## config.mk

```make
export PLATFORM = sky130hd
export DESIGN_NAME = header_table_ring_evictor
export DESIGN_NICKNAME = d
export VERILOG_FILES = /design/src/design/hte_pkg.sv /design/src/design/header_table_ring_evictor.sv /design/src/design/hte_ram.sv
export SDC_FILE = /design/constraint.sdc
export NUM_CORES = 2
export LEC_CHECK = 0
export ABC_AREA = 1
export BUFFER_PORTS_ARGS = -buffer_cell sky130_fd_sc_hd__clkbuf_2
export CAP_MARGIN = 30
export CELL_PAD_IN_SITES_DETAIL_PLACEMENT = 0
export CELL_PAD_IN_SITES_GLOBAL_PLACEMENT = 1
export CORE_MARGIN = 1
export CORE_UTILIZATION = 46
export CTS_BUF_LIST = sky130_fd_sc_hd__clkbuf_4 sky130_fd_sc_hd__clkbuf_8
export DETAILED_ROUTE_END_ITERATION = 16
export PLACE_DENSITY_LB_ADDON = 0.1
export SLEW_MARGIN = 40
export SYNTH_ARGS = -nofsm -noshare
export SYNTH_HDL_FRONTEND = slang
export SYNTH_SLANG_ARGS = --single-unit
```

## constraint.sdc

```tcl
create_clock -name i_clk -period 11 [get_ports i_clk]
set_input_delay 1.65 -clock i_clk [delete_from_list [all_inputs] [get_ports i_clk]]
set_output_delay 1.65 -clock i_clk [all_outputs]
set_load 0.01 [all_outputs]
```

## src/design/hte_pkg.sv

```systemverilog
// Package for the header table ring evictor: request and response types,
// operation codes, field widths and default limits. No dependencies.
package hte_pkg;

    // Default limits: name and value limits are handed to the top level as parameter defaults
    localparam int MAX_ENTRIES_DEF     = 64;
    localparam int MAX_NAME_BYTES_DEF  = 1023;
    localparam int MAX_VALUE_BYTES_DEF = 4095;

    // Fixed per-entry overhead added to name and value lengths
    localparam int ENTRY_OVERHEAD = 32;

    // Field widths
    localparam int NAME_W  = 10;
    localparam int VALUE_W = 12;
    localparam int CAP_W   = 16;
    localparam int COST_W  = 13;
    localparam int SLOT_W  = 6;
    localparam int COUNT_W = 7;
    localparam int TOTAL_W = 32;

    // Configuration port
    localparam int APB_ADDR_W = 3;
    localparam int APB_DATA_W = 32;
    localparam logic REG_INIT_CAP = 1'b0;  // register index, paddr[2]

    // Operation codes
    localparam logic MODE_INSERT  = 1'b0;
    localparam logic MODE_SET_CAP = 1'b1;

    typedef struct packed {
        logic               mode;
        logic [NAME_W-1:0]  name_length;
        logic [VALUE_W-1:0] value_length;
        logic [CAP_W-1:0]   capacity_bytes;
    } t_req;

    typedef struct packed {
        logic               accepted;
        logic [SLOT_W-1:0]  slot_index;
        logic [COUNT_W-1:0] evicted_now;
        logic [CAP_W-1:0]   table_size;
        logic [COUNT_W-1:0] entry_count;
        logic [TOTAL_W-1:0] dropped_total;
    } t_rsp;

endpackage

```

## src/design/header_table_ring_evictor.sv

```systemverilog
// Header table ring evictor: size accounting of a header-compression dynamic
// table kept as a ring of entry costs. Depends on hte_pkg and hte_ram.
//
//   Channel   Direction  Handshake                    Payload
//   request   in         i_req_valid / o_req_ready    i_req  (hte_pkg::t_req)
//   response  out        o_rsp_valid / i_rsp_ready    o_rsp  (hte_pkg::t_rsp)
//   config    in         psel/penable/pwrite/pready   paddr, pwdata, prdata
//
// After acceptance a request passes a check step, then one eviction per cycle
// through the shared cost subtractor reading the cost RAM, then a step that
// appends the entry or settles the size, then a finish step that loads the
// response. A rejected insert goes from the check step straight to finish.
// A new request is taken once the block is back in idle; a response that
// waits holds the block in its finish cycle. Synchronous active-low reset
// empties the table and sets capacity to zero; a capacity register write
// does the same with the written value. No clearing pass is needed.
module header_table_ring_evictor #(
    parameter int MAX_NAME_BYTES  = hte_pkg::MAX_NAME_BYTES_DEF,
    parameter int MAX_VALUE_BYTES = hte_pkg::MAX_VALUE_BYTES_DEF
) (
    input  logic                            i_clk,
    input  logic                            i_rst_n,
    // Request channel
    input  logic                            i_req_valid,
    output logic                            o_req_ready,
    input  hte_pkg::t_req                   i_req,
    // Response channel
    output logic                            o_rsp_valid,
    input  logic                            i_rsp_ready,
    output hte_pkg::t_rsp                   o_rsp,
    // Configuration port
    input  logic                            psel,
    input  logic                            penable,
    input  logic                            pwrite,
    input  logic [hte_pkg::APB_ADDR_W-1:0]  paddr,
    input  logic [hte_pkg::APB_DATA_W-1:0]  pwdata,
    output logic [hte_pkg::APB_DATA_W-1:0]  prdata,
    output logic                            pready
);

    localparam int MAX_ENTRIES = hte_pkg::MAX_ENTRIES_DEF;
    localparam int IDX_W = $clog2(MAX_ENTRIES);
    localparam int CNT_W = $clog2(MAX_ENTRIES + 1);
    localparam int SUM_W = IDX_W + 1;
    localparam int LEN_W = 17;
    localparam int CAP_W = hte_pkg::CAP_W;
    localparam int COST_W = hte_pkg::COST_W;
    localparam int TOTAL_W = hte_pkg::TOTAL_W;

    typedef enum logic [1:0] {
        ST_IDLE,
        ST_EVAL,
        ST_EVICT,
        ST_FINISH
    } t_state;

    t_state              r_state, n_state;
    hte_pkg::t_req       r_req, n_req;
    hte_pkg::t_rsp       r_rsp, n_rsp;
    logic                r_rsp_valid, n_rsp_valid;
    logic [CAP_W-1:0]    r_init_cap, n_init_cap;
    logic [CAP_W-1:0]    r_capacity, n_capacity;
    logic [IDX_W-1:0]    r_oldest, n_oldest;
    logic [CNT_W-1:0]    r_held, n_held;
    logic [CAP_W-1:0]    r_used, n_used;
    logic [TOTAL_W-1:0]  r_total, n_total;
    logic [COST_W-1:0]   r_need, n_need;
    logic [IDX_W-1:0]    r_slot, n_slot;
    logic [CNT_W-1:0]    r_evcnt, n_evcnt;
    logic                r_accept, n_accept;

    logic                cfg_wr;
    logic [COST_W-1:0]   need_w;
    logic                reject_w;
    logic                fits_w;
    logic [SUM_W-1:0]    slot_sum;
    logic [IDX_W-1:0]    slot_w;
    logic [IDX_W-1:0]    oldest_inc;
    logic [CAP_W-1:0]    base_used;
    logic [CAP_W-1:0]    used_less;
    logic                ram_we;
    logic [COST_W-1:0]   ram_rdata;

    // Decode configuration writes and reads
    assign pready = 1'b1;
    assign cfg_wr = psel && penable && pwrite && (paddr[2] == hte_pkg::REG_INIT_CAP);
    assign prdata = (paddr[2] == hte_pkg::REG_INIT_CAP) ?
                    hte_pkg::APB_DATA_W'(r_init_cap) : '0;

    // Entry cost and insert checks
    assign need_w = COST_W'(r_req.name_length) + COST_W'(r_req.value_length)
                  + COST_W'(hte_pkg::ENTRY_OVERHEAD);
    assign reject_w = (LEN_W'(r_req.name_length) > LEN_W'(MAX_NAME_BYTES))
                   || (LEN_W'(r_req.value_length) > LEN_W'(MAX_VALUE_BYTES))
                   || (CAP_W'(need_w) > r_capacity)
                   || (r_held >= CNT_W'(MAX_ENTRIES));

    // Shared compare and subtract for the eviction walk
    assign fits_w = ((LEN_W'(r_used) + LEN_W'(r_need)) <= LEN_W'(r_capacity));
    assign used_less = (CAP_W'(ram_rdata) > r_used) ? '0 : (r_used - CAP_W'(ram_rdata));
    assign base_used = (r_held == '0) ? '0 : r_used;

    // Ring positions: next oldest, and slot after the newest
    assign oldest_inc = (r_oldest == IDX_W'(MAX_ENTRIES - 1)) ? '0 : (r_oldest + 1'b1);
    assign slot_sum = SUM_W'(r_oldest) + SUM_W'(r_held);
    assign slot_w = (slot_sum >= SUM_W'(MAX_ENTRIES)) ?
                    IDX_W'(slot_sum - SUM_W'(MAX_ENTRIES)) : IDX_W'(slot_sum);

    assign o_req_ready = (r_state == ST_IDLE);
    assign o_rsp_valid = r_rsp_valid;
    assign o_rsp = r_rsp;

    // Sequencer next state
    always_comb begin
        n_state     = r_state;
        n_req       = r_req;
        n_rsp       = r_rsp;
        n_rsp_valid = r_rsp_valid;
        n_init_cap  = r_init_cap;
        n_capacity  = r_capacity;
        n_oldest    = r_oldest;
        n_held      = r_held;
        n_used      = r_used;
        n_total     = r_total;
        n_need      = r_need;
        n_slot      = r_slot;
        n_evcnt     = r_evcnt;
        n_accept    = r_accept;
        ram_we      = 1'b0;

        // Drop a response once taken
        if (r_rsp_valid && i_rsp_ready) begin
            n_rsp_valid = 1'b0;
        end

        unique case (r_state)
            ST_IDLE: begin
                if (i_req_valid) begin
                    n_req   = i_req;
                    n_state = ST_EVAL;
                end
            end
            ST_EVAL: begin
                n_slot  = '0;
                n_evcnt = '0;
                if (r_req.mode == hte_pkg::MODE_SET_CAP) begin
                    n_capacity = r_req.capacity_bytes;
                    n_need     = '0;
                    n_accept   = 1'b1;
                    n_state    = ST_EVICT;
                end else if (reject_w) begin
                    n_accept = 1'b0;
                    n_state  = ST_FINISH;
                end else begin
                    n_need   = need_w;
                    n_accept = 1'b1;
                    n_state  = ST_EVICT;
                end
            end
            ST_EVICT: begin
                if ((r_held != '0) && !fits_w) begin
                    // Evict the oldest entry
                    n_used   = used_less;
                    n_oldest = oldest_inc;
                    n_held   = r_held - 1'b1;
                    n_total  = r_total + 1'b1;
                    n_evcnt  = r_evcnt + 1'b1;
                end else begin
                    if (r_req.mode == hte_pkg::MODE_INSERT) begin
                        // Append the new entry after the newest
                        ram_we = 1'b1;
                        n_slot = slot_w;
                        n_used = base_used + CAP_W'(r_need);
                        n_held = r_held + 1'b1;
                    end else begin
                        n_used = base_used;
                    end
                    n_state = ST_FINISH;
                end
            end
            ST_FINISH: begin
                if (!r_rsp_valid || i_rsp_ready) begin
                    n_rsp.accepted      = r_accept;
                    n_rsp.slot_index    = hte_pkg::SLOT_W'(r_slot);
                    n_rsp.evicted_now   = hte_pkg::COUNT_W'(r_evcnt);
                    n_rsp.table_size    = r_used;
                    n_rsp.entry_count   = hte_pkg::COUNT_W'(r_held);
                    n_rsp.dropped_total = r_total;
                    n_rsp_valid         = 1'b1;
                    n_state             = ST_IDLE;
                end
            end
            default: n_state = ST_IDLE;
        endcase

        // Capacity write re-initializes the table
        if (cfg_wr) begin
            n_init_cap = pwdata[CAP_W-1:0];
            n_capacity = pwdata[CAP_W-1:0];
            n_oldest   = '0;
            n_held     = '0;
            n_used     = '0;
            n_total    = '0;
        end
    end

    // State and registered outputs
    always_ff @(posedge i_clk) begin
        if (!i_rst_n) begin
            r_state     <= ST_IDLE;
            r_rsp_valid <= 1'b0;
            r_init_cap  <= '0;
            r_capacity  <= '0;
            r_oldest    <= '0;
            r_held      <= '0;
            r_used      <= '0;
            r_total     <= '0;
        end else begin
            r_state     <= n_state;
            r_rsp_valid <= n_rsp_valid;
            r_init_cap  <= n_init_cap;
            r_capacity  <= n_capacity;
            r_oldest    <= n_oldest;
            r_held      <= n_held;
            r_used      <= n_used;
            r_total     <= n_total;
        end
        r_req    <= n_req;
        r_rsp    <= n_rsp;
        r_need   <= n_need;
        r_slot   <= n_slot;
        r_evcnt  <= n_evcnt;
        r_accept <= n_accept;
    end

    // Entry cost ring; read follows the next oldest slot
    hte_ram #(
        .WIDTH (COST_W),
        .DEPTH (MAX_ENTRIES)
    ) u_cost_ram (
        .i_clk   (i_clk),
        .i_we    (ram_we),
        .i_waddr (slot_w),
        .i_wdata (r_need),
        .i_raddr (n_oldest),
        .o_rdata (ram_rdata)
    );

    // Entry count stays within the ring
    a_held_bound: assert property (@(posedge i_clk) disable iff (!i_rst_n)
        r_held <= CNT_W'(MAX_ENTRIES))
        else $error("entry count beyond ring depth");

    // Each eviction step drops exactly one entry
    a_evict_step: assert property (@(posedge i_clk) disable iff (!i_rst_n)
        (r_state == ST_EVICT && n_state == ST_EVICT && !cfg_wr)
        |=> (r_held + CNT_W'(1) == $past(r_held)))
        else $error("eviction step did not drop one entry");

    // A response is loaded only from the finish step
    a_rsp_source: assert property (@(posedge i_clk) disable iff (!i_rst_n)
        $rose(r_rsp_valid) |-> $past(r_state == ST_FINISH))
        else $error("response loaded outside finish");

    // An empty table holds no bytes when reported
    a_empty_size: assert property (@(posedge i_clk) disable iff (!i_rst_n)
        (r_state == ST_FINISH && r_held == '0) |-> (r_used == '0))
        else $error("empty table reports nonzero size");

endmodule

```

## src/design/hte_ram.sv

```systemverilog
// Generic single-write, single-read RAM with registered read data.
// No dependencies.
module hte_ram #(
    parameter int WIDTH = 8,
    parameter int DEPTH = 16
) (
    input  logic                     i_clk,
    input  logic                     i_we,
    input  logic [$clog2(DEPTH)-1:0] i_waddr,
    input  logic [WIDTH-1:0]         i_wdata,
    input  logic [$clog2(DEPTH)-1:0] i_raddr,
    output logic [WIDTH-1:0]         o_rdata
);

    logic [WIDTH-1:0] r_mem [DEPTH];

    // Write port and registered read port
    always_ff @(posedge i_clk) begin
        if (i_we) begin
            r_mem[i_waddr] <= i_wdata;
        end
        o_rdata <= r_mem[i_raddr];
    end

endmodule
```

# --- Word-level counts from Yosys, hierarchy flattened ---
# Memories as Yosys holds them, arrays and structs flattened. A register that Yosys moved wholly into a read port is not among the register bits.
# Index checks and enable logic that the tools add are counted.
totals:
  in_bits: 81
  romBits: 0
  latch_bits: 0
  out_inout_bits: 104
  memories: 1
  ramBits: 832
  elab_cells: 114
  ff_bits: 231
classes:
  muxes: 36
  n_reduce_logical: 25
  eq_ne: 11
  shifts: 0
  add_sub_neg: 12
  multipliers: 0
  magnitude_cmp: 5
  div: 0
  bitwise_logic: 2
mem_list:
  columns: ["name", "words", "width", "rd", "rd_ports_with_merged_regs", "wr", "line", "text"]
  rows:
  - ["u_cost_ram.r_mem", 64, 13, 1, 1, 1, "hte_ram.sv:15", "logic [WIDTH-1:0] r_mem [DEPTH];"]
ops:
  columns: ["cell", "count"]
  rows:
  - ["16-bit two-way mux", 8]
  - ["6-bit two-way mux", 7]
  - ["32-bit by 1-bit adder with 32-bit output, second input constant", 1]
  - ["13-bit by 16-bit greater-than comparator with 1-bit output", 2]
  - ["7-bit two-way mux", 3]
  - ["16-bit by 13-bit adder with 17-bit output", 1]
  - ["17-bit by 16-bit less-or-equal comparator with 1-bit output", 1]
  - ["16-bit by 13-bit adder with 16-bit output", 1]
  - ["16-bit by 13-bit subtractor with 16-bit output", 1]
  - ["7-bit by 1-bit adder with 7-bit output, second input constant", 2]
  - ["7-bit >= comparator, second input constant", 2]
  - ["7-bit one-hot mux with 2 select lines", 1]
  - ["2-bit AND reduction", 7]
  - ["10-bit by 12-bit adder with 13-bit output", 1]
  - ["13-bit by 6-bit adder with 13-bit output, second input constant", 1]
  - ["13-bit two-way mux", 1]
  - ["2-bit != test, second input constant", 6]
  - ["6-bit one-hot mux with 2 select lines", 1]
  - ["1-bit two-way mux", 11]
  - ["2-bit one-hot mux with 4 select lines", 1]
  - ["6-bit by 7-bit adder with 7-bit output", 1]
  - ["7-bit logical NOT", 1]
  - ["7-bit nonzero test", 1]
  - ["7-bit by 1-bit subtractor with 7-bit output, second input constant", 1]
  - ["other kinds (15)", 28]

# --- Depth between registers and ports, before layout ---
depth:
  word_depth: 8
  mapped_depth: 39
  ltp_nobuf: 38

# --- Modules after synthesis ---
# From an unflattened synthesis, not the netlist that was laid out.
unflattened:
  cells_unflattened: 4419
  hier_area_um2: 47197.8
modules_own_cells:
  columns: ["mod", "instances", "cells_per_inst", "seq_area_each_um2", "area_per_inst_um2"]
  rows:
  - ["hte_ram", 1, 2874, 25244.2, 34021.4]
  - ["header_table_ring_evictor", 1, 1545, 5975.7, 13176.4]

# --- Worst setup path before layout ---
# OpenSTA, ideal clock, no wires.
synth_timing:
  kind: "reg-to-reg"
  startpoint: "register r_need[2]"
  endpoint: "memory u_cost_ram.r_mem[0][0] in the netlist's numbering, enable pin"
  stages_incl_launch_ff: 33
  path_buffers: 0
  setup_time_ns: 0.382
  arrival_ns: 5.454
  period_less_slack_ns: 5.836
  required_time_ns: 10.618
  slack_ns: 5.164
  cell_sequence: "edfxtp_1 -> ha_1 -> a21oi_1 -> nand2_1 -> a21oi_1 -> o21ai_0 -> nand2_1 -> nand2_1 -> nand2_1 -> nand2_1 -> nand2_1 -> nand2_1 -> a21oi_1 -> o21ai_0 -> a21oi_1 -> o21bai_1 -> nand3_1 -> nor2_1 -> a21oi_1 -> inv_1 -> ha_1 -> nand2_1 -> nor3_1 -> nand3_1 -> nand2_1 -> nand2_2 -> nand2_2 -> inv_2 -> nor2_2 -> inv_1 -> nor2_1 -> nand4_1 -> nor2_1"
synth_between:
  elab_chain_len: 8
synth_lines:
  columns: ["item", "line", "text"]
  rows:
  - ["start: declaration", "header_table_ring_evictor.sv:67", "logic [COST_W-1:0] r_need, n_need;"]
  - ["start signal: assignment", "header_table_ring_evictor.sv:230", "r_need <= n_need;"]
  - ["16-bit by 13-bit adder with 17-bit output", "header_table_ring_evictor.sv:99", "assign fits_w = ((LEN_W'(r_used) + LEN_W'(r_need)) <= LEN_W'(r_capacity));"]
  - ["17-bit by 16-bit less-or-equal comparator with 1-bit output", "header_table_ring_evictor.sv:99", null]
  - ["1-bit logical NOT", "header_table_ring_evictor.sv:161", "if ((r_held != '0) && !fits_w) begin"]
  - ["1-bit logical AND", "header_table_ring_evictor.sv:161", null]
  - ["1-bit two-way mux", "header_table_ring_evictor.sv:161", null]
  - ["1-bit two-way mux", "header_table_ring_evictor.sv:136", "unique case (r_state)"]
  - ["1-bit two-way mux", "hte_ram.sv:19", "if (i_we) begin"]
  - ["1-bit two-way mux (implied by the code)", "hte_ram.sv:20", "r_mem[i_waddr] <= i_wdata;"]
  - ["end: declaration", "hte_ram.sv:15", null]
# Every way passes these cells.

# --- Worst setup path after layout ---
layout_timing:
  startpoint: "register r_need[3]"
  endpoint: "register u_cost_ram.o_rdata[6] (read register of u_cost_ram.r_mem)"
layout_between:
  elab_chain_len: 7
layout_lines:
  columns: ["item", "line", "text"]
  rows:
  - ["16-bit by 13-bit adder with 17-bit output", "header_table_ring_evictor.sv:99", null]
  - ["17-bit by 16-bit less-or-equal comparator with 1-bit output", "header_table_ring_evictor.sv:99", null]
  - ["1-bit logical NOT", "header_table_ring_evictor.sv:161", null]
  - ["1-bit logical AND", "header_table_ring_evictor.sv:161", null]
  - ["6-bit two-way mux", "header_table_ring_evictor.sv:161", null]
  - ["6-bit two-way mux", "header_table_ring_evictor.sv:136", null]
  - ["6-bit two-way mux", "header_table_ring_evictor.sv:197", "if (cfg_wr) begin"]
  - ["end: declaration", "hte_ram.sv:12", "output logic [WIDTH-1:0] o_rdata"]
# Every way passes these cells.
# A chain may end at the register's enable or synchronous reset.

==> reports/metrics.cfg <==
[outcome]
status=completed

[route]
num_vias=35476
dr.pass1.iters=5
initialDrtViolationCount=3145
ant_nets=0
wl_per_cell_um=20.6
via_per_inst=5.34
routed_wl_um=137000
drc=0

[clock_tree]
cts_resized=0
hold_buffers=0
clock_path_buffers=3
cts_tree=yes
cts_setup_buffers=0
insertion_delay_ns=0.86
cts_buffers=184
htree_levels=4
clkTransAtPathRegs_ns=0.06
clockRootBuffer=clkbuf_8
cts.sinks=1076

[critical_path]
crit_path_end_kind=flop
max_stage_delay_ns=0.77
cp_slowest_cell=buf_4
worstPathRequired_ns=11.72
path_delay_family=simple AND/OR/NAND/NOR gates
critPathMostFrequentCell=nand2_1
start_kind=flop
path_class=flop to flop
cp_num_buf_inv=5
cp.arrival_ns=8.06
crit_fanout=66

[synth]
ys_types=56
ys.flop_type=edfxtp_1
synth_edf_count=967
synth.avg_cell_area_sq_um=10.2
syn_area_sq_um=49900
yosys_register_bits=1076
syn_inst=4907
yosysSeqAreaShare_pct=62.6
synthArstFlopShare_pct=0
yosys_warnings=0

[placed_design]
routabilityCongestion=0.835
dp_cells=6304
dp_hpwl_um=78400
io_buffers=149

[sta]
final_hold_viol_count=0
clock_skew_ns=0.0402
fmax_ghz=0.136
worst_pin_slew_ns=0.951
setup_viol_count_final=0
period_needed_ns=7.34
post-route-period-util_pct=66.7
max_slew_margin_pct=36.6
drv_slew=0
fin_tns_setup_ns=0
rsz0062_at_grt=no

[die]
initial_core_util_pct=46.5
coreArea_sq_um=107000
top_level_ports=185
die-area_sq_um=110000
die_x_um=331
die_height_um=331
rows=120

[finish]
drive_above_1_share_pct=12.2
final_cells=6646
layout_common_cells=edfxtp_1, inv_1, nand2_1, nand3_1, nand4_1
layout_commonest_cell=edfxtp_1
areaGrowthSynthToFinish_pct=12.3
fillers=9750
fin_nets=5283

[pwr]
powerDensity_nw_per_um2=239
max-vdd-ir-drop_mv=0.203
power.total_mw=13.4
power.leakage_nw=23.5

[global_route]
grtUsageTotal_pct=24.8
grt_start_max_net_pins=191
first_global_vias=33452
antenna_found_initial=3
grt_pass1_wl_um=207000
grt_overflow_total=0

[run]
cap_violations=0

[min_path]
worstHoldPathType=flop to flop

-- flip-flops by register name, summed over array words and instances, names as in the netlist, 7 cells and up --
| signal | count |
|---|---|
| u_cost_ram.r_mem | 832 |
| r_held | 7 |
| r_evcnt | 7 |
| r_req | 39 |
| r_total | 32 |
| r_capacity | 16 |
| r_init_cap | 16 |
| u_cost_ram.o_rdata | 13 |
| r_need | 13 |
| r_used | 16 |
| o_rsp | 69 |
-- through the flow --
step	setup WS (ns)	utilization, %	instance area, sq um	hold WS (ns)
final	3.66	52.2	56000	0.416
after CTS	3.37	52.1	55900	0.418
after global placement	3.07	48.6	52100	0.406
after global routing	3.12	52.2	56000	0.425
after detailed placement	3.41	48.7	52200	0.405
after floorplan	5.16	-	49900	0.400
-- final timing paths --
path / startpoint / endpoint / slack (ns) / depth (start not counted)
setup / recovery: r_need[3]$_SDFFCE_PP0P_ / u_cost_ram.o_rdata[6]$_DFF_P_ / 3.66 / 36
hold / removal: r_slot[1]$_SDFFCE_PN0P_ / o_rsp[63]$_DFFE_PP_ / 0.42 / 0
setup reg to reg: r_need[3]$_SDFFCE_PP0P_ / u_cost_ram.o_rdata[6]$_DFF_P_ / 3.66 / 36
hold reg to reg: r_slot[1]$_SDFFCE_PN0P_ / o_rsp[63]$_DFFE_PP_ / 0.42 / 0
-- metal layers --
layer	vias up	global-route usage [%]	part of all wire [%]
met4	0	8.29	2.6
li1	17066	-	-
met1	17097	35.6	46
met5	-	0	0
met2	1099	38.3	45
met3	214	4.28	6.2
-- worst register-to-register path: cells and delay by family, from the launching register on --
kind / cells / cell delay [ns]
flops: 1 / 0.34
fa+ha+maj: 2 / 0.58
compound gates: 6 / 1.07
buf+inv: 5 / 2.09
simple gates: 22 / 2.96
xor+xnor: 1 / 0.18
-- Yosys cell counts (all sizes together), types with 6 or more instances --
library cell	count	share of area, %
a21oi	105	1.1
a31oi	26	0.33
buf	187	2.0
clkbuf	99	0.75
dfxtp	109	4.4
edfxtp	967	58
fa	6	0.24
ha	105	2.6
inv	938	7.1
nand2	756	5.7
nand3	723	7.3
nand4	312	4.0
nor2	198	1.6
nor3	30	0.30
nor4	7	0.12
o211ai	37	0.56
o21ai	170	1.7
o21bai	13	0.20
o22ai	17	0.21
or2	15	0.19
xnor2	14	0.25
xor2	39	0.68
-- where the power goes --
group	total (mW)	switching [mW]	internal, mW
Clock	3.62	1.62	2.01
Combinational	4.65	3.37	1.28
Sequential	5.14	0.132	5.01
Total	13.4	5.12	8.29
-- layout make-up --
class	count	area, sq um	share of cell area (%)
sequential	1076	31200	55.7
multi-input combinational	2621	13900	24.9
inverter	939	3550	6.34
antenna	2	5.00	0.00894
clock inverter	67	449	0.802
timing repair buffer	269	1840	3.29
clock buffer	269	3250	5.79
tap	1403	1760	3.13
-- logic make-up after synthesis --
group	after synthesis	synth area share, %
xor gates and xnor gates	53	0.931
buffers and inverters	1225	9.83
adders and majority gates	111	2.88
and+or+nand+nor	2049	19.3
other	2	0.0151
DFF	1076	62.6
AOI/OAI and AO/OA	391	4.43
(Power assumes the default switching activity.)
